`src/hdl/lkvc_pkg.sv`:
```
package lkvc_pkg;

   localparam int DEFAULT_CAPACITY = 4;
   localparam int KEY_W = 32;
   localparam int VALUE_W = 32;

   // Request opcodes.
   localparam logic OP_GET = 1'b0;
   localparam logic OP_SET = 1'b1;

   // Value returned by a get that misses.
   localparam logic [VALUE_W-1:0] MISS_VALUE = '1;

   // Commands from the controller to the datapath.
   typedef struct packed {
      logic start;   // a request word is accepted this cycle
      logic scan;    // read the next entry out of the key and value stores
      logic commit;  // apply the update and load the result register
   } lkvc_cmd_type;

   // Status from the datapath back to the controller.
   typedef struct packed {
      logic scan_last;  // the entry being read is the last one
      logic out_free;   // the result register can take a new word
   } lkvc_status_type;

endpackage

```
`src/hdl/lkvc_if.sv`:
```
interface lkvc_req_if;
   import lkvc_pkg::*;
   logic                      valid;
   logic                      ready;
   logic                      opcode;
   logic signed [KEY_W-1:0]   lookup_key;
   logic signed [VALUE_W-1:0] write_value;

   modport source (output valid, output opcode, output lookup_key, output write_value,
                   input ready);
   modport sink   (input valid, input opcode, input lookup_key, input write_value,
                   output ready);
endinterface

interface lkvc_rsp_if;
   import lkvc_pkg::*;
   logic                      valid;
   logic                      ready;
   logic                      hit;
   logic signed [VALUE_W-1:0] read_value;
   logic                      evicted;
   logic signed [KEY_W-1:0]   evicted_key;

   modport source (output valid, output hit, output read_value, output evicted,
                   output evicted_key, input ready);
   modport sink   (input valid, input hit, input read_value, input evicted,
                   input evicted_key, output ready);
endinterface

```
`src/hdl/lkvc_ram.sv`:
```
module lkvc_ram #(
   parameter int WIDTH = 32,
   parameter int DEPTH = 4
) (
   input  logic                                  clock,
   input  logic                                  wr_en,
   input  logic [(DEPTH > 1 ? $clog2(DEPTH) : 1)-1:0] wr_addr,
   input  logic [WIDTH-1:0]                      wr_data,
   input  logic                                  rd_en,
   input  logic [(DEPTH > 1 ? $clog2(DEPTH) : 1)-1:0] rd_addr,
   output logic [WIDTH-1:0]                      rd_data
);

   logic [WIDTH-1:0] mem_ff [DEPTH];
   logic [WIDTH-1:0] rd_data_ff;

   always_ff @(posedge clock) begin
      if (wr_en) begin
         mem_ff[wr_addr] <= wr_data;
      end
      if (rd_en) begin
         rd_data_ff <= mem_ff[rd_addr];
      end
   end

   assign rd_data = rd_data_ff;

endmodule

```
`src/hdl/lkvc_controller.sv`:
```
module lkvc_controller import lkvc_pkg::*; (
   input  logic            clock,
   input  logic            reset,
   input  logic            req_valid,
   output logic            req_ready,
   input  lkvc_status_type status,
   output lkvc_cmd_type    cmd
);

   typedef enum logic [3:0] {
      ST_IDLE   = 4'b0001,
      ST_SCAN   = 4'b0010,
      ST_FINISH = 4'b0100,
      ST_COMMIT = 4'b1000
   } state_type;

   state_type state_ff;
   state_type state_in;

   always_comb begin
      state_in   = state_ff;
      req_ready  = 1'b0;
      cmd        = '0;
      case (state_ff)
         ST_IDLE: begin
            req_ready = 1'b1;
            if (req_valid) begin
               cmd.start = 1'b1;
               state_in  = ST_SCAN;
            end
         end
         ST_SCAN: begin
            cmd.scan = 1'b1;
            if (status.scan_last) begin
               state_in = ST_FINISH;
            end
         end
         // The last entry read is compared in this cycle.
         ST_FINISH: begin
            state_in = ST_COMMIT;
         end
         // Hold here while the previous result word is still unclaimed.
         ST_COMMIT: begin
            if (status.out_free) begin
               cmd.commit = 1'b1;
               state_in   = ST_IDLE;
            end
         end
         default: begin
            state_in = ST_IDLE;
         end
      endcase
   end

   always_ff @(posedge clock) begin
      if (reset) begin
         state_ff <= ST_IDLE;
      end else begin
         state_ff <= state_in;
      end
   end

endmodule

```
`src/hdl/lkvc_datapath.sv`:
```
module lkvc_datapath import lkvc_pkg::*; #(
   parameter int CAPACITY = DEFAULT_CAPACITY
) (
   input  logic               clock,
   input  logic               reset,
   input  lkvc_cmd_type       cmd,
   output lkvc_status_type    status,
   input  logic               req_opcode,
   input  logic [KEY_W-1:0]   req_key,
   input  logic [VALUE_W-1:0] req_value,
   input  logic               rsp_ready,
   output logic               rsp_valid,
   output logic               rsp_hit,
   output logic [VALUE_W-1:0] rsp_read_value,
   output logic               rsp_evicted,
   output logic [KEY_W-1:0]   rsp_evicted_key
);

   localparam int IDX_W = (CAPACITY > 1) ? $clog2(CAPACITY) : 1;
   localparam int CNT_W = $clog2(CAPACITY + 1);
   localparam logic [IDX_W-1:0] LAST_IDX = IDX_W'(CAPACITY - 1);
   localparam logic [CNT_W-1:0] FULL_CNT = CNT_W'(CAPACITY);

   // Request held for the whole scan.
   logic               op_ff;
   logic [KEY_W-1:0]   key_ff;
   logic [VALUE_W-1:0] val_ff;

   // Scan pointer, and the compare stage registered behind it.
   logic [IDX_W-1:0] scan_idx_ff, scan_idx_in;
   logic             cmp_pend_ff;
   logic [IDX_W-1:0] cmp_idx_ff;

   // What the scan found.
   logic               found_ff, found_in;
   logic [IDX_W-1:0]   slot_ff, slot_in;
   logic [IDX_W-1:0]   hit_rank_ff, hit_rank_in;
   logic [VALUE_W-1:0] hit_val_ff, hit_val_in;
   logic               vic_found_ff, vic_found_in;
   logic [IDX_W-1:0]   vic_slot_ff, vic_slot_in;
   logic [KEY_W-1:0]   vic_key_ff, vic_key_in;
   logic               free_found_ff, free_found_in;
   logic [IDX_W-1:0]   free_slot_ff, free_slot_in;

   // Directory state.
   logic [CAPACITY-1:0] valid_ff, valid_in;
   logic [IDX_W-1:0]    rank_ff [CAPACITY];
   logic [IDX_W-1:0]    rank_in [CAPACITY];
   logic [CNT_W-1:0]    count_ff, count_in;

   // Result register.
   logic               rsp_valid_ff, rsp_valid_in;
   logic               rsp_hit_ff, rsp_hit_in;
   logic [VALUE_W-1:0] rsp_rd_ff, rsp_rd_in;
   logic               rsp_ev_ff, rsp_ev_in;
   logic [KEY_W-1:0]   rsp_evkey_ff, rsp_evkey_in;

   logic [KEY_W-1:0]    key_rd;
   logic [VALUE_W-1:0]  val_rd;
   logic [CAPACITY-1:0] lru_vec;
   logic                full;
   logic                insert;
   logic                do_update;
   logic [IDX_W-1:0]    commit_slot;
   logic [IDX_W-1:0]    old_rank;
   logic                key_we;
   logic                val_we;

   lkvc_ram #(.WIDTH(KEY_W), .DEPTH(CAPACITY)) u_key_ram (
      .clock   (clock),
      .wr_en   (key_we),
      .wr_addr (commit_slot),
      .wr_data (key_ff),
      .rd_en   (cmd.scan),
      .rd_addr (scan_idx_ff),
      .rd_data (key_rd)
   );

   lkvc_ram #(.WIDTH(VALUE_W), .DEPTH(CAPACITY)) u_val_ram (
      .clock   (clock),
      .wr_en   (val_we),
      .wr_addr (commit_slot),
      .wr_data (val_ff),
      .rd_en   (cmd.scan),
      .rd_addr (scan_idx_ff),
      .rd_data (val_rd)
   );

   always_comb begin
      for (int i = 0; i < CAPACITY; i++) begin
         lru_vec[i] = valid_ff[i] && (rank_ff[i] == LAST_IDX);
      end
   end

   assign full        = (count_ff == FULL_CNT);
   assign insert      = !found_ff && (op_ff == OP_SET);
   assign do_update   = found_ff || (op_ff == OP_SET);
   assign commit_slot = found_ff ? slot_ff : (full ? vic_slot_ff : free_slot_ff);
   assign old_rank    = found_ff ? hit_rank_ff : (full ? LAST_IDX : IDX_W'(count_ff));
   assign key_we      = cmd.commit && insert;
   assign val_we      = cmd.commit && (op_ff == OP_SET);

   assign status.scan_last = (scan_idx_ff == LAST_IDX);
   assign status.out_free  = !rsp_valid_ff || rsp_ready;

   always_comb begin
      scan_idx_in   = scan_idx_ff;
      found_in      = found_ff;
      slot_in       = slot_ff;
      hit_rank_in   = hit_rank_ff;
      hit_val_in    = hit_val_ff;
      vic_found_in  = vic_found_ff;
      vic_slot_in   = vic_slot_ff;
      vic_key_in    = vic_key_ff;
      free_found_in = free_found_ff;
      free_slot_in  = free_slot_ff;
      valid_in      = valid_ff;
      rank_in       = rank_ff;
      count_in      = count_ff;
      rsp_valid_in  = rsp_valid_ff && !rsp_ready;
      rsp_hit_in    = rsp_hit_ff;
      rsp_rd_in     = rsp_rd_ff;
      rsp_ev_in     = rsp_ev_ff;
      rsp_evkey_in  = rsp_evkey_ff;

      if (cmd.start) begin
         scan_idx_in   = '0;
         found_in      = 1'b0;
         vic_found_in  = 1'b0;
         free_found_in = 1'b0;
      end else if (cmd.scan) begin
         scan_idx_in = scan_idx_ff + 1'b1;
      end

      // Compare the entry that was read in the previous cycle; first match wins.
      if (cmp_pend_ff) begin
         if (valid_ff[cmp_idx_ff] && (key_rd == key_ff) && !found_ff) begin
            found_in    = 1'b1;
            slot_in     = cmp_idx_ff;
            hit_rank_in = rank_ff[cmp_idx_ff];
            hit_val_in  = val_rd;
         end
         if (lru_vec[cmp_idx_ff] && !vic_found_ff) begin
            vic_found_in = 1'b1;
            vic_slot_in  = cmp_idx_ff;
            vic_key_in   = key_rd;
         end
         if (!valid_ff[cmp_idx_ff] && !free_found_ff) begin
            free_found_in = 1'b1;
            free_slot_in  = cmp_idx_ff;
         end
      end

      if (cmd.commit) begin
         rsp_valid_in = 1'b1;
         rsp_hit_in   = found_ff;
         rsp_ev_in    = insert && full;
         rsp_evkey_in = (insert && full) ? vic_key_ff : '0;
         if (op_ff == OP_SET) begin
            rsp_rd_in = '0;
         end else if (found_ff) begin
            rsp_rd_in = hit_val_ff;
         end else begin
            rsp_rd_in = MISS_VALUE;
         end

         // Promote the touched entry: everything more recent than it ages by one.
         if (do_update) begin
            for (int i = 0; i < CAPACITY; i++) begin
               if (IDX_W'(i) == commit_slot) begin
                  rank_in[i] = '0;
               end else if (valid_ff[i] && (rank_ff[i] < old_rank)) begin
                  rank_in[i] = rank_ff[i] + 1'b1;
               end
            end
         end
         if (insert) begin
            valid_in[commit_slot] = 1'b1;
            if (!full) begin
               count_in = count_ff + 1'b1;
            end
         end
      end
   end

   always_ff @(posedge clock) begin
      if (reset) begin
         scan_idx_ff   <= '0;
         cmp_pend_ff   <= 1'b0;
         found_ff      <= 1'b0;
         vic_found_ff  <= 1'b0;
         free_found_ff <= 1'b0;
         valid_ff      <= '0;
         count_ff      <= '0;
         rsp_valid_ff  <= 1'b0;
         for (int i = 0; i < CAPACITY; i++) begin
            rank_ff[i] <= '0;
         end
      end else begin
         scan_idx_ff   <= scan_idx_in;
         cmp_pend_ff   <= cmd.scan;
         found_ff      <= found_in;
         vic_found_ff  <= vic_found_in;
         free_found_ff <= free_found_in;
         valid_ff      <= valid_in;
         count_ff      <= count_in;
         rsp_valid_ff  <= rsp_valid_in;
         rank_ff       <= rank_in;
      end
   end

   always_ff @(posedge clock) begin
      if (cmd.start) begin
         op_ff  <= req_opcode;
         key_ff <= req_key;
         val_ff <= req_value;
      end
      cmp_idx_ff   <= scan_idx_ff;
      slot_ff      <= slot_in;
      hit_rank_ff  <= hit_rank_in;
      hit_val_ff   <= hit_val_in;
      vic_slot_ff  <= vic_slot_in;
      vic_key_ff   <= vic_key_in;
      free_slot_ff <= free_slot_in;
      rsp_hit_ff   <= rsp_hit_in;
      rsp_rd_ff    <= rsp_rd_in;
      rsp_ev_ff    <= rsp_ev_in;
      rsp_evkey_ff <= rsp_evkey_in;
   end

   assign rsp_valid       = rsp_valid_ff;
   assign rsp_hit         = rsp_hit_ff;
   assign rsp_read_value  = rsp_rd_ff;
   assign rsp_evicted     = rsp_ev_ff;
   assign rsp_evicted_key = rsp_evkey_ff;

endmodule

```
`src/hdl/lru_key_value_cache_top.sv`:
```
// Fully associative key-value cache with least-recently-used replacement.
// The req channel carries one request word: an opcode (get or set), a key and,
// for a set, the value to store. The rsp channel returns one result word per
// request: whether the key was present, the value read (all ones on a get
// miss, zero for a set), and whether a set evicted the least recent entry,
// together with the evicted key.
// Keys and values live in two small RAMs of CAPACITY entries with registered
// reads; valid bits and recency ranks sit in flip-flops. Each request scans
// the RAMs one entry per cycle, then compares the last entry read and then
// updates the stores and loads the result register. The next request word
// is accepted only after that update, one request at a time, since the scan
// walks through the single read port of the key RAM.
// A new request is accepted while a previous result word still waits in the
// output register; if the receiver stalls, the following request finishes its
// scan and then holds before its update until the waiting word is taken.
// Synchronous reset clears all valid bits, ranks and the entry count, so the
// cache comes up empty, and drops any pending result word. No clearing pass
// of the RAMs is needed.
module lru_key_value_cache_top import lkvc_pkg::*; #(
   parameter int CAPACITY = DEFAULT_CAPACITY
) (
   input logic        clock,
   input logic        reset,
   lkvc_req_if.sink   req,
   lkvc_rsp_if.source rsp
);

   lkvc_cmd_type    cmd;
   lkvc_status_type status;

   // The controller sequences accept, scan, final compare and update.
   lkvc_controller u_controller (
      .clock     (clock),
      .reset     (reset),
      .req_valid (req.valid),
      .req_ready (req.ready),
      .status    (status),
      .cmd       (cmd)
   );

   // The datapath holds the stores, the scan registers and the result word.
   lkvc_datapath #(.CAPACITY(CAPACITY)) u_datapath (
      .clock           (clock),
      .reset           (reset),
      .cmd             (cmd),
      .status          (status),
      .req_opcode      (req.opcode),
      .req_key         (req.lookup_key),
      .req_value       (req.write_value),
      .rsp_ready       (rsp.ready),
      .rsp_valid       (rsp.valid),
      .rsp_hit         (rsp.hit),
      .rsp_read_value  (rsp.read_value),
      .rsp_evicted     (rsp.evicted),
      .rsp_evicted_key (rsp.evicted_key)
   );

endmodule

```
`src/flat_wrapper.sv`:
```
// flat-port wrapper written by rule: the top's interface ports become plain ports
module lru_key_value_cache_top_flat import lkvc_pkg::*;
#(
   parameter int CAPACITY = DEFAULT_CAPACITY
)
  (clock, reset, req_valid, req_opcode, req_lookup_key, req_write_value, req_ready, rsp_valid, rsp_hit, rsp_read_value, rsp_evicted, rsp_evicted_key, rsp_ready);
  lkvc_req_if req_i ();
  lkvc_rsp_if rsp_i ();
  input logic clock;
  input logic reset;
  input wire logic [$bits(req_i.valid)-1:0] req_valid;
  input wire logic [$bits(req_i.opcode)-1:0] req_opcode;
  input wire logic [$bits(req_i.lookup_key)-1:0] req_lookup_key;
  input wire logic [$bits(req_i.write_value)-1:0] req_write_value;
  output wire logic [$bits(req_i.ready)-1:0] req_ready;
  output wire logic [$bits(rsp_i.valid)-1:0] rsp_valid;
  output wire logic [$bits(rsp_i.hit)-1:0] rsp_hit;
  output wire logic [$bits(rsp_i.read_value)-1:0] rsp_read_value;
  output wire logic [$bits(rsp_i.evicted)-1:0] rsp_evicted;
  output wire logic [$bits(rsp_i.evicted_key)-1:0] rsp_evicted_key;
  input wire logic [$bits(rsp_i.ready)-1:0] rsp_ready;
  assign req_i.valid = req_valid;
  assign req_i.opcode = req_opcode;
  assign req_i.lookup_key = req_lookup_key;
  assign req_i.write_value = req_write_value;
  assign req_ready = req_i.ready;
  assign rsp_valid = rsp_i.valid;
  assign rsp_hit = rsp_i.hit;
  assign rsp_read_value = rsp_i.read_value;
  assign rsp_evicted = rsp_i.evicted;
  assign rsp_evicted_key = rsp_i.evicted_key;
  assign rsp_i.ready = rsp_ready;
  lru_key_value_cache_top #(.CAPACITY(CAPACITY)) u_core (.clock(clock), .reset(reset), .req(req_i), .rsp(rsp_i));
endmodule
```
`config.mk`:
```
export PLATFORM = sky130hd
export DESIGN_NAME = lru_key_value_cache_top_flat
export DESIGN_NICKNAME = d
export VERILOG_FILES = /design/src/hdl/lkvc_pkg.sv /design/src/hdl/lkvc_if.sv /design/src/hdl/lkvc_ram.sv /design/src/hdl/lkvc_controller.sv /design/src/hdl/lkvc_datapath.sv /design/src/hdl/lru_key_value_cache_top.sv /design/src/flat_wrapper.sv
export SDC_FILE = /design/constraint.sdc
export NUM_CORES = 1
export LEC_CHECK = 0
export BUFFER_PORTS_ARGS = -buffer_cell sky130_fd_sc_hd__buf_2
export CORE_ASPECT_RATIO = 1.1
export CORE_MARGIN = 5
export CORE_UTILIZATION = 45
export CTS_CLUSTER_DIAMETER = 60
export DETAILED_ROUTE_END_ITERATION = 12
export PLACE_DENSITY = 0.72
export RECOVER_POWER = 100
export SKIP_LAST_GASP = 1
export SLEW_MARGIN = 20
export SYNTH_ARGS = -nofsm -noshare
export SYNTH_HDL_FRONTEND = slang
export SYNTH_SLANG_ARGS = --single-unit
```
`constraint.sdc`:
```
create_clock -name clock -period 8.6 [get_ports clock]
set_input_delay 2.58 -clock clock [delete_from_list [all_inputs] [get_ports clock]]
set_output_delay 2.58 -clock clock [all_outputs]
set_load 0.01 [all_outputs]
```
==> results of run 1 <==
## sequential cells by signal (all words and copies together) (netlist names), 2 cells and up
signal / cells
u_core.u_datapath.key_ff: 32
u_core.u_datapath.rsp_evicted_key: 32
u_core.u_datapath.u_val_ram.mem_ff: 128
u_core.u_datapath.u_key_ram.rd_data: 32
u_core.u_datapath.vic_key_ff: 32
u_core.u_datapath.hit_val_ff: 32
u_core.u_datapath.rank_ff: 8
u_core.u_datapath.hit_rank_ff: 2
u_core.u_datapath.u_key_ram.mem_ff: 128
u_core.u_datapath.val_ff: 32
u_core.u_datapath.u_val_ram.rd_data: 32
u_core.u_datapath.scan_idx_ff: 2
u_core.u_datapath.rsp_read_value: 32
u_core.u_datapath.vic_slot_ff: 2
u_core.u_datapath.valid_ff: 4
u_core.u_datapath.slot_ff: 2
u_core.u_controller.state_ff: 4
u_core.u_datapath.count_ff: 3
u_core.u_datapath.free_slot_ff: 2
u_core.u_datapath.cmp_idx_ff: 2
## path summary, 6_finish.rpt
kind	from	endpoint	slack, ns	cells after the start
hold reg to reg	u_core.u_datapath.u_val_ram.rd_data[18]	u_core.u_datapath.hit_val_ff[18]	0.42	0
setup reg to reg	u_core.u_controller.state_ff[0]	u_core.u_datapath.key_ff[14]	3.18	4
hold / removal	u_core.u_datapath.u_val_ram.rd_data[18]	u_core.u_datapath.hit_val_ff[18]	0.42	0
setup / recovery	rsp_ready	u_core.u_datapath.u_val_ram.mem_ff[2][15]	2.39	5
## power by group through the flow
stage / Clock (mW) / Combinational, mW / Sequential [mW]
after floorplan: 0 / 0.0557 / 3.06
after global placement: 0 / 0.0924 / 3.08
after detailed placement: 0 / 0.0939 / 3.08
after CTS: 2.31 / 0.0946 / 3.02
after global routing: 2.43 / 0.0994 / 3.03
final: 2.27 / 0.0902 / 3.03
## Yosys cell counts, types with 2 or more instances
library cell and instances:
a211o_1 2, a21oi_1 42, a31oi_1 9, and2_1 36, and4b_1 2, buf_1 5
buf_2 10, clkbuf_1 18, dfxtp_1 28, edfxtp_1 523, ha_1 7, inv_1 52
mux2i_1 2, mux4_2 67, nand2_1 23, nand2b_1 4, nand3_1 15, nand3b_1 4
nand4_1 9, nand4b_1 6, nor2_1 22, nor3_1 5, nor3b_1 2, nor4_1 7
nor4b_2 2, o21ai_0 3, o311a_1 2, o311ai_1 6, xnor2_1 5, xor2_1 28
## routing by layer
metal  routed length, µm  track usage [%]  vias up
met5                   0                0        -
met4                 612             3.83        0
met3                1600             2.40       41
met2               18600             25.5      238
met1               14700             19.4     4662
li1                    -                -     4121
## final cells by class
class	instances	area, µm²
clock buffers	56	1290
clock inverters	36	399
fillers	3372	20700
inverters	53	200
multi-input cells	323	3190
flip-flops and latches	551	16300
well taps	574	718
repair buffers	150	634
## kinds of logic (layout without fill, tap and decap cells)
family,Yosys count,in the layout,synth area share (%)
compound gates,69,69,2.10
fa+ha+maj,7,7,0.442
mux,69,69,7.72
xor+xnor,35,35,1.68
simple gates,143,143,4.22
flops,551,551,82.1
buf+inv,86,295,1.69
## worst max-delay path: stages
cell      delay (ns)
clkbuf_1        0.09
nand2b_1        0.17
and2_4          0.82
nand2_1         0.27
nor2_1          2.34
==> run summary, run 1 <==
status = finished, violations left
failing checks = capacitance limit, slew limit
Max Clk Rate = 161 MHz
RD Place Congestion = 0.839
critical path data required time = 8.69 ns
Power Internal = 4.37 mW
Finished Core Util = 52.3%
crit start category = primary input
Final period util = 72.3%
# Max-Cap Violations = 14
clock power share = 42.1%
clock-pin slew on the worst setup and hold paths = 0.06 ns
Warnings, synthesis = 0
area of the core = 43400 µm²
chip width = 210 µm
Worst Slack Setup Final = 2.39 ns
Setup Skew = 0.0176 ns
top cells by area, synth = edfxtp_1 (79%), mux4_2 (7.6%), dfxtp_1 (2.8%)
Comb power frac = 1.7%
GRT Resource Usage Total = 14.7%
ANT nets after route = 0
WL final = 35500 µm
synthesized cell area = 19800 µm²
Clock Latency Late Sink = 0.56 ns
share of the synthesized area in the top cell type = 79.3%
Post-synth EDFFs = 523
Post-Place Cells = 1648
Sink Count = 551
DP HPWL = 20600 µm
FFs w/ async S/R, synth = 0%
min Tclk post-route = 6.21 ns
syn avg cell area = 20.6 µm²
number of port buffers = 136
total gr overflow = 0
max-slew violations = 583
Place WS = 2.96 ns
final hold vios = 0
Psw = 1.01 mW
commonest non-fill, non-tap cells in the layout = edfxtp_1 (523), clkbuf_1 (100), mux4_2 (67)
global-route wire length before repair = 55000 µm
commonest non-fill, non-tap cell in the layout = edfxtp_1
final instance area = 22700 µm²
Die Y-Extent = 230 µm
unrepaired setup endpoints after global routing = no
CTS tree = yes
Hold WS = 0.416 ns
final setup fails = 0
Post-CTS Hold Fix Bufs = 0
drc violations = 0
Setup Crit Path Kind = in -> reg
num rows = 80
non-filler cells, final = 1743
io pins = 137
total chip power = 5.38 mW
WL/cell = 20.4 µm
worst vdd ir = 0.132 mV
sequential share of the synthesized area = 82.1%
PD cells = 237 nW/µm²
fraction of layout cells with a size suffix above 1 = 17.4%
CTS Buf Count = 50
worst hold path class = reg -> reg
drt pass-1 iters = 5
antenna cells = 0
root buffer selected by CTS = clkbuf_16
sequential share of power = 56.2%
Static Leak = 7.20 nW
initial antenna violation count = 0
Crit. End Element = flip-flop
Initial Util = 45.6%
via count = 9062
clock buffer depth = 3
CTS HTree Levels = 2
post-synthesis cell type count = 44
DR vias/cell = 5.20
# resized after CTS = 0
die area = 48300 µm²
Max-Slew Margin vs Limit = -197%
post-synthesis net count = 1036
Area after DPL = 21200 µm²
Max FO, Critical Path = 67
nets@finish = 1205
area grow syn2layout = 14.6%
largest net degree at the start of global routing = 69
Iter 0 DRT Violations = 651
Switching Fraction = 18.8%
Post-CTS Setup Inserts = 0
synthesized instance count = 960
vias in the first global route = 9421
Yosys top cell by area = edfxtp_1
post-synthesis register bit count = 551
Arr. time, crit path = 6.31 ns
measured slew at the worst slew-check pin = 4.46 ns
Setup TNS = 0 ns
ys flop type = edfxtp_1
Note: power is estimated with default switching activity, not from simulation.
==> inputs of run 2 (changes only) <==
- ABC_AREA: default -> 1
- clock period: 8.6 -> 6.15 ns (I/O delays scaled with it)
==> run summary, run 2 <==
status = finished, violations left (unchanged)
failing checks = capacitance limit, slew limit (unchanged)
Max FO, Critical Path = 41 (was 67)
Max Clk Rate = 216 MHz
drt pass-1 iters = 8 (was 5)
DR vias/cell = 5.20 (about the same)
non-filler cells, final = 2198 (was 1743)
Initial Util = 45.6% (about the same)
drc violations = 0 (unchanged)
Setup Crit Path Kind = in -> reg (unchanged)
critical path data required time = 6.29 ns (was 8.69 ns)
synthesized instance count = 1426 (was 960)
Arr. time, crit path = 4.76 ns (was 6.31 ns)
WL final = 40900 µm (was 35500 µm)
met1 global-route usage = 20.8% (was 19.4%)
commonest non-fill, non-tap cells in the layout = edfxtp_1 (523), nor2_1 (264), o21ai_0 (140) (was edfxtp_1 (523), clkbuf_1 (100), mux4_2 (67))
die area = 49600 µm² (was 48300 µm²)
max-slew violations = 386 (was 583)
area grow syn2layout = 14.0% (was 14.6%)
Iter 0 DRT Violations = 812 (was 651)
min Tclk post-route = 4.62 ns
clock buffer depth = 3 (unchanged)
Crit. End Element = flip-flop (unchanged)
Setup TNS = 0 ns (unchanged)
io pins = 137 (unchanged)
commonest non-fill, non-tap cell in the layout = edfxtp_1 (unchanged)
number of port buffers = 136 (unchanged)
sequential share of the synthesized area = 79.9% (was 82.1%)
global-route wire length before repair = 63600 µm (was 55000 µm)
Post-Place Cells = 2103 (was 1648)
measured slew at the worst slew-check pin = 3.38 ns (was 4.46 ns)
clock-pin slew on the worst setup and hold paths = 0.07 ns (was 0.06 ns)
Static Leak = 8.03 nW (was 7.20 nW)
Max-Slew Margin vs Limit = -125% (was -197%)
top cells by area, synth = edfxtp_1 (77%), nor2_1 (4.9%), o21ai_0 (3.1%) (was edfxtp_1 (79%), mux4_2 (7.6%), dfxtp_1 (2.8%))
count leader, synth = edfxtp_1 (unchanged)
root buffer selected by CTS = clkbuf_16 (unchanged)
post-synthesis net count = 1502 (was 1036)
worst vdd ir = 0.196 mV (was 0.132 mV)
Fill cells = 3621 (was 3372)
RD Place Congestion = 0.809 (was 0.839)
Sink Count = 551 (unchanged)
syn avg cell area = 14.3 µm² (was 20.6 µm²)
biggest regs = u_core.u_datapath.u_key_ram.mem_ff x128, u_core.u_datapath.u_val_ram.mem_ff x128 (unchanged)
CTS tree = yes (unchanged)
fraction of layout cells with a size suffix above 1 = 11.5% (was 17.4%)
post-synthesis register bit count = 551 (unchanged)
Setup Skew = 0.0266 ns (was 0.0176 ns)
final setup fails = 0 (unchanged)
# Max-Cap Violations = 9 (was 14)
share of the synthesized area in the top cell type = 77.2% (was 79.3%)
largest net degree at the start of global routing = 87 (was 69)
Post-CTS Setup Inserts = 0 (unchanged)
total gr overflow = 0 (unchanged)
nets@finish = 1651 (was 1205)
Die Y-Extent = 233 µm (was 230 µm)
initial antenna violation count = 0 (unchanged)
Post-synth EDFFs = 523 (unchanged)
ANT nets after route = 0 (unchanged)
Final period util = 75.2%
antenna cells = 0 (unchanged)
chip width = 213 µm (was 210 µm)
Warnings, synthesis = 0 (unchanged)
FFs w/ async S/R, synth = 0% (unchanged)
Post-CTS Hold Fix Bufs = 0 (unchanged)
GRT Resource Usage Total = 16.4% (was 14.7%)
vias in the first global route = 11700 (was 9421)
synthesized cell area = 20400 µm² (was 19800 µm²)
PD cells = 328 nW/µm² (was 237 nW/µm²)
worst hold path class = reg -> reg (unchanged)
crit start category = primary input (unchanged)
DP HPWL = 24400 µm (was 20600 µm)
CTS HTree Levels = 2 (unchanged)
final hold vios = 0 (unchanged)
Clock Latency Late Sink = 0.58 ns (was 0.56 ns)
# resized after CTS = 0 (unchanged)
Yosys top cell by area = edfxtp_1 (unchanged)
Post-synth top cells = edfxtp_1 (523), nor2_1 (263), o21ai_0 (126) (was edfxtp_1 (523), mux4_2 (67), inv_1 (52))
Multi-input gate area = 3360 µm² (was 3190 µm²)
M2 GR Usage = 28.8% (was 25.5%)
area of the core = 44600 µm² (was 43400 µm²)
via count = 11400 (was 9062)
Sequential Area = 16300 µm² (about the same)
post-synthesis cell type count = 35 (was 44)
gr busiest metal = met2 (unchanged)
met3 Use GR = 2.89% (was 2.40%)
CTS Buf Count = 51 (was 50)
WL/cell = 18.6 µm (was 20.4 µm)
num rows = 81 (was 80)
unrepaired setup endpoints after global routing = no (unchanged)
ys flop type = edfxtp_1 (unchanged)
## run 2: changes by cell type in the layout (fill, tap and decap cells not counted), sizes merged, moves of 14 or more
| cell | previous run | this run |
|---|---|---|
| xor2 | 29 | 2 |
| nand2 | 23 | 134 |
| clkbuf | 151 | 165 |
| a21oi | 43 | 25 |
| and2 | 36 | 1 |
| nand3 | 16 | 33 |
| inv | 52 | 109 |
| o21ai | 3 | 141 |
| o22ai | 0 | 68 |
| nor2 | 22 | 271 |
| mux4 | 67 | 0 |
## run 2: critical path: stages
cell and delay, ns:
buf_2 0.09, nand2_1 0.08, clkinvlp_2 0.81, clkbuf_1 1.87
## run 2: cells by family (layout without fill, tap and decap cells)
group	Yosys count	after routing	share of synthesized area, %
buf+inv	169	360	3.39
flops	551	551	79.9
simple gates	459	459	9.74
fa+ha+maj	7	7	0.430
xor+xnor	5	5	0.215
compound gates	235	235	6.31
## run 2: routing by layer
metal  routed length, µm  vias to the layer above  part of all wire [%]
li1                    -                     5367                     -
met1               16700                     5627                    41
met2               20900                      371                    51
met3                2280                       75                   5.6
met4                1140                        0                   2.8
met5                   0                        -                     0
## run 2: report_power, final
part / internal [mW] / switching (mW)
clock network: 1.90 / 1.32
registers: 4.17 / 0.0585
logic: 0.0470 / 0.105
## run 2: worst paths after layout
check | startpoint | depth (start not counted) | endpoint | slack (ns)
max | req_valid | 4 | u_core.u_datapath.val_ff[14] | 1.53
min | u_core.u_datapath.u_val_ram.rd_data[14] | 0 | u_core.u_datapath.hit_val_ff[14] | 0.41
max reg2reg | u_core.u_datapath.scan_idx_ff[1] | 5 | u_core.u_datapath.u_key_ram.rd_data[13] | 1.80
min reg2reg | u_core.u_datapath.u_val_ram.rd_data[14] | 0 | u_core.u_datapath.hit_val_ff[14] | 0.41
## run 2: per-stage QoR
stage | hold WS [ns] | power [mW] | cell area, µm² | util (%) | setup slack [ns]
floorplan | 0.385 | 4.38 | 20400 | - | 1.26
global placement | 0.402 | 4.46 | 21700 | 48.6 | 2.05
detailed placement | 0.405 | 4.47 | 21700 | 48.6 | 2.06
CTS | 0.414 | 7.66 | 23400 | 52.5 | 2.66
global route | 0.425 | 7.84 | 23200 | 52.0 | 1.28
finish | 0.410 | 7.60 | 23200 | 52.0 | 1.53
## run 2: layout make-up
cell class,count,share of cell area (%)
Inverter,112,1.84
Tap cell,581,3.13
Sequential cell,551,70.1
Timing Repair Buffer,153,2.88
Clock buffer,74,6.39
Multi-Input combinational cell,706,14.5
Clock inverter,21,1.15
==> inputs of run 3 (changes only) <==
- ABC_AREA: 1 -> 0
- PLACE_DENSITY: 0.72 -> 0.75
- clock period: 6.15 -> 3.8 ns (I/O delays scaled with it)
==> run summary, run 3 (synthesis results as in run 1) <==
vias in the first global route = 9813 (was 11700)
CP delay by family, top = simple AND/OR/NAND/NOR gates (was buffers and inverters)
crit path cell chain = xor2_1 -> nor4_1 -> nand3_1 -> or4_1 -> inv_1 -> clkbuf_2 (was buf_2 -> nand2_1 -> clkinvlp_2 -> clkbuf_1)
Max-Slew Margin vs Limit = -30.1% (was -125%)
Die Y-Extent = 230 µm (was 233 µm)
Final period util = 87.2%
# Max-Cap Violations = 3 (was 9)
commonest non-fill, non-tap cells in the layout = edfxtp_1 (523), clkbuf_1 (107), mux4_2 (67) (was edfxtp_1 (523), nor2_1 (264), o21ai_0 (140))
total gr overflow = 0 (unchanged)
r2r setup slk = 0.49 ns (was 1.80 ns)
crit start category = flip-flop (was primary input)
CTS tree = yes (unchanged)
CP Buf/Inv Count = 2 (was 3)
number of port buffers = 136 (unchanged)
Setup Crit Path Kind = reg -> reg (was in -> reg)
DP HPWL = 22400 µm (was 24400 µm)
clock buffer depth = 3 (unchanged)
Post-CTS Hold Fix Bufs = 0 (unchanged)
CTS HTree Levels = 2 (unchanged)
Arr. time, crit path = 3.49 ns (was 4.76 ns)
ANT nets after route = 0 (unchanged)
fraction of layout cells with a size suffix above 1 = 18.4% (was 11.5%)
die area = 48300 µm² (was 49600 µm²)
Iter 0 DRT Violations = 667 (was 812)
Worst setup endpoint = u_core.u_datapath.hit_val_ff[9] (was u_core.u_datapath.val_ff[14])
unrepaired setup endpoints after global routing = no (unchanged)
Crit. End Element = flip-flop (unchanged)
clock-pin slew on the worst setup and hold paths = 0.06 ns (was 0.07 ns)
initial antenna violation count = 2 (was 0)
FF-to-FF End = u_core.u_datapath.hit_val_ff[9] (was u_core.u_datapath.u_key_ram.rd_data[13])
worst hold path class = reg -> reg (unchanged)
chip width = 210 µm (was 213 µm)
Comb power frac = 1.8% (was 2.0%)
PD cells = 530 nW/µm² (was 328 nW/µm²)
io pins = 137 (unchanged)
max-slew violations = 190 (was 386)
CTS Buf Count = 51 (unchanged)
global-route wire length before repair = 57700 µm (was 63600 µm)
via count = 9086 (was 11400)
final hold vios = 0 (unchanged)
drt pass-1 iters = 4 (was 8)
Clock Latency Late Sink = 0.57 ns (was 0.58 ns)
Max Clk Rate = 302 MHz
Reg2Reg Depth = 6 (was 5)
commonest non-fill, non-tap cell in the layout = edfxtp_1 (unchanged)
critical path data required time = 3.98 ns (was 6.29 ns)
RD Place Congestion = 0.762 (was 0.809)
measured slew at the worst slew-check pin = 1.95 ns (was 3.38 ns)
root buffer selected by CTS = clkbuf_16 (unchanged)
final setup fails = 0 (unchanged)
failing checks = capacitance limit, slew limit (unchanged)
clock power share = 41.7% (was 42.3%)
Static Leak = 7.37 nW (was 8.03 nW)
worst vdd ir = 0.365 mV (was 0.196 mV)
Setup Skew = 0.0153 ns (was 0.0266 ns)
GRT Resource Usage Total = 15.5% (was 16.4%)
Post-CTS Setup Inserts = 0 (unchanged)
Setup TNS = 0 ns (unchanged)
Initial Util = 45.6% (about the same)
drc violations = 0 (unchanged)
Max FO, Critical Path = 36 (was 41)
nets@finish = 1214 (was 1651)
Worst path depth = 6 (was 4)
Switching Fraction = 19.2% (was 19.5%)
slowest CP cell = clkbuf_2 (was clkbuf_1)
min Tclk post-route = 3.31 ns
crit-path max cell delay = 0.82 ns (was 1.87 ns)
Psw = 2.33 mW (was 1.48 mW)
area of the core = 43400 µm² (was 44600 µm²)
largest net degree at the start of global routing = 68 (was 87)
area grow syn2layout = 15.2% (was 14.0%)
sequential share of power = 56.6% (was 55.7%)
Setup crit start = u_core.u_datapath.key_ff[30] (was req_valid)
biggest regs = u_core.u_datapath.u_key_ram.mem_ff x128, u_core.u_datapath.u_val_ram.mem_ff x128 (unchanged)
Power Internal = 9.76 mW (was 6.12 mW)
worst reg2reg startpoint = u_core.u_datapath.key_ff[30] (was u_core.u_datapath.scan_idx_ff[1])
WL final = 37100 µm (was 40900 µm)
status = finished, violations left (unchanged)
WL/cell = 21.1 µm (was 18.6 µm)
num rows = 80 (was 81)
Finished Core Util = 52.5% (was 52.0%)
Fill cells = 3392 (was 3621)
DR vias/cell = 5.18 (was 5.20)
Sink Count = 551 (unchanged)
# resized after CTS = 0 (unchanged)
-- run 3: cell count changes in the layout (fill, tap and decap cells not counted), sizes merged, moves of 18 or more --
cell and change:
nor2 -249, a21oi +18, o21ai -138, o22ai -68, nand2 -111, xor2 +27
mux4 +67, and2 +35, inv -53
-- run 3: routing by layer --
| metal | GRT usage (%) | wire, µm | part of all wire, % | vias to the layer above |
|---|---|---|---|---|
| li1 | - | - | - | 4143 |
| met1 | 19.9 | 14900 | 40 | 4636 |
| met2 | 27.3 | 19700 | 53 | 252 |
| met3 | 2.10 | 1660 | 4.5 | 55 |
| met4 | 5.04 | 874 | 2.4 | 0 |
| met5 | 0 | 0 | 0 | - |
-- run 3: through the flow --
stage,worst slack (ns),power (mW),instance area [µm²],instances,hold WS (ns)
after floorplan,-0.0889,7.05,19800,960,0.364
after global placement,0.925,7.18,21300,1658,0.403
after detailed placement,0.904,7.19,21300,1658,0.405
after CTS,0.840,12.2,23000,1753,0.418
after global routing,0.413,12.5,22800,1755,0.423
final,0.486,12.1,22800,1755,0.417
-- run 3: worst min path at each step --
| stage | from | end | slack (ns) | depth (start not counted) |
|---|---|---|---|---|
| 2_1_floorplan | u_core.u_datapath.scan_idx_ff[0] | u_core.u_datapath.cmp_idx_ff[0] | 0.36 | 0 |
| 3_3_place_gp | u_core.u_datapath.u_val_ram.rd_data[7] | u_core.u_datapath.hit_val_ff[7] | 0.40 | 0 |
| 3_5_place_dp | u_core.u_datapath.u_val_ram.rd_data[28] | u_core.u_datapath.hit_val_ff[28] | 0.40 | 0 |
| 4_1_cts | u_core.u_datapath.u_val_ram.rd_data[28] | u_core.u_datapath.hit_val_ff[28] | 0.42 | 0 |
| 5_1_grt | u_core.u_datapath.u_val_ram.rd_data[30] | u_core.u_datapath.hit_val_ff[30] | 0.42 | 0 |
| 6_report | u_core.u_datapath.u_val_ram.rd_data[22] | u_core.u_datapath.hit_val_ff[22] | 0.42 | 0 |
-- run 3: cell type report --
class	count	area (µm²)	area share [%]
clock inverter	30	318	1.39
sequential	551	16300	71.4
antenna	1	2.50	0.0110
tap	574	718	3.15
inverter	53	200	0.878
clock buffer	65	1350	5.92
timing repair buffer	158	721	3.16
multi-input combinational	323	3220	14.1
-- run 3: power groups by stage --
stage	Sequential, mW	Clock [mW]	Combinational (mW)
floorplan	6.93	0	0.127
global placement	6.96	0	0.221
detailed placement	6.97	0	0.225
CTS	6.84	5.14	0.228
global route	6.85	5.42	0.235
finish	6.84	5.04	0.215
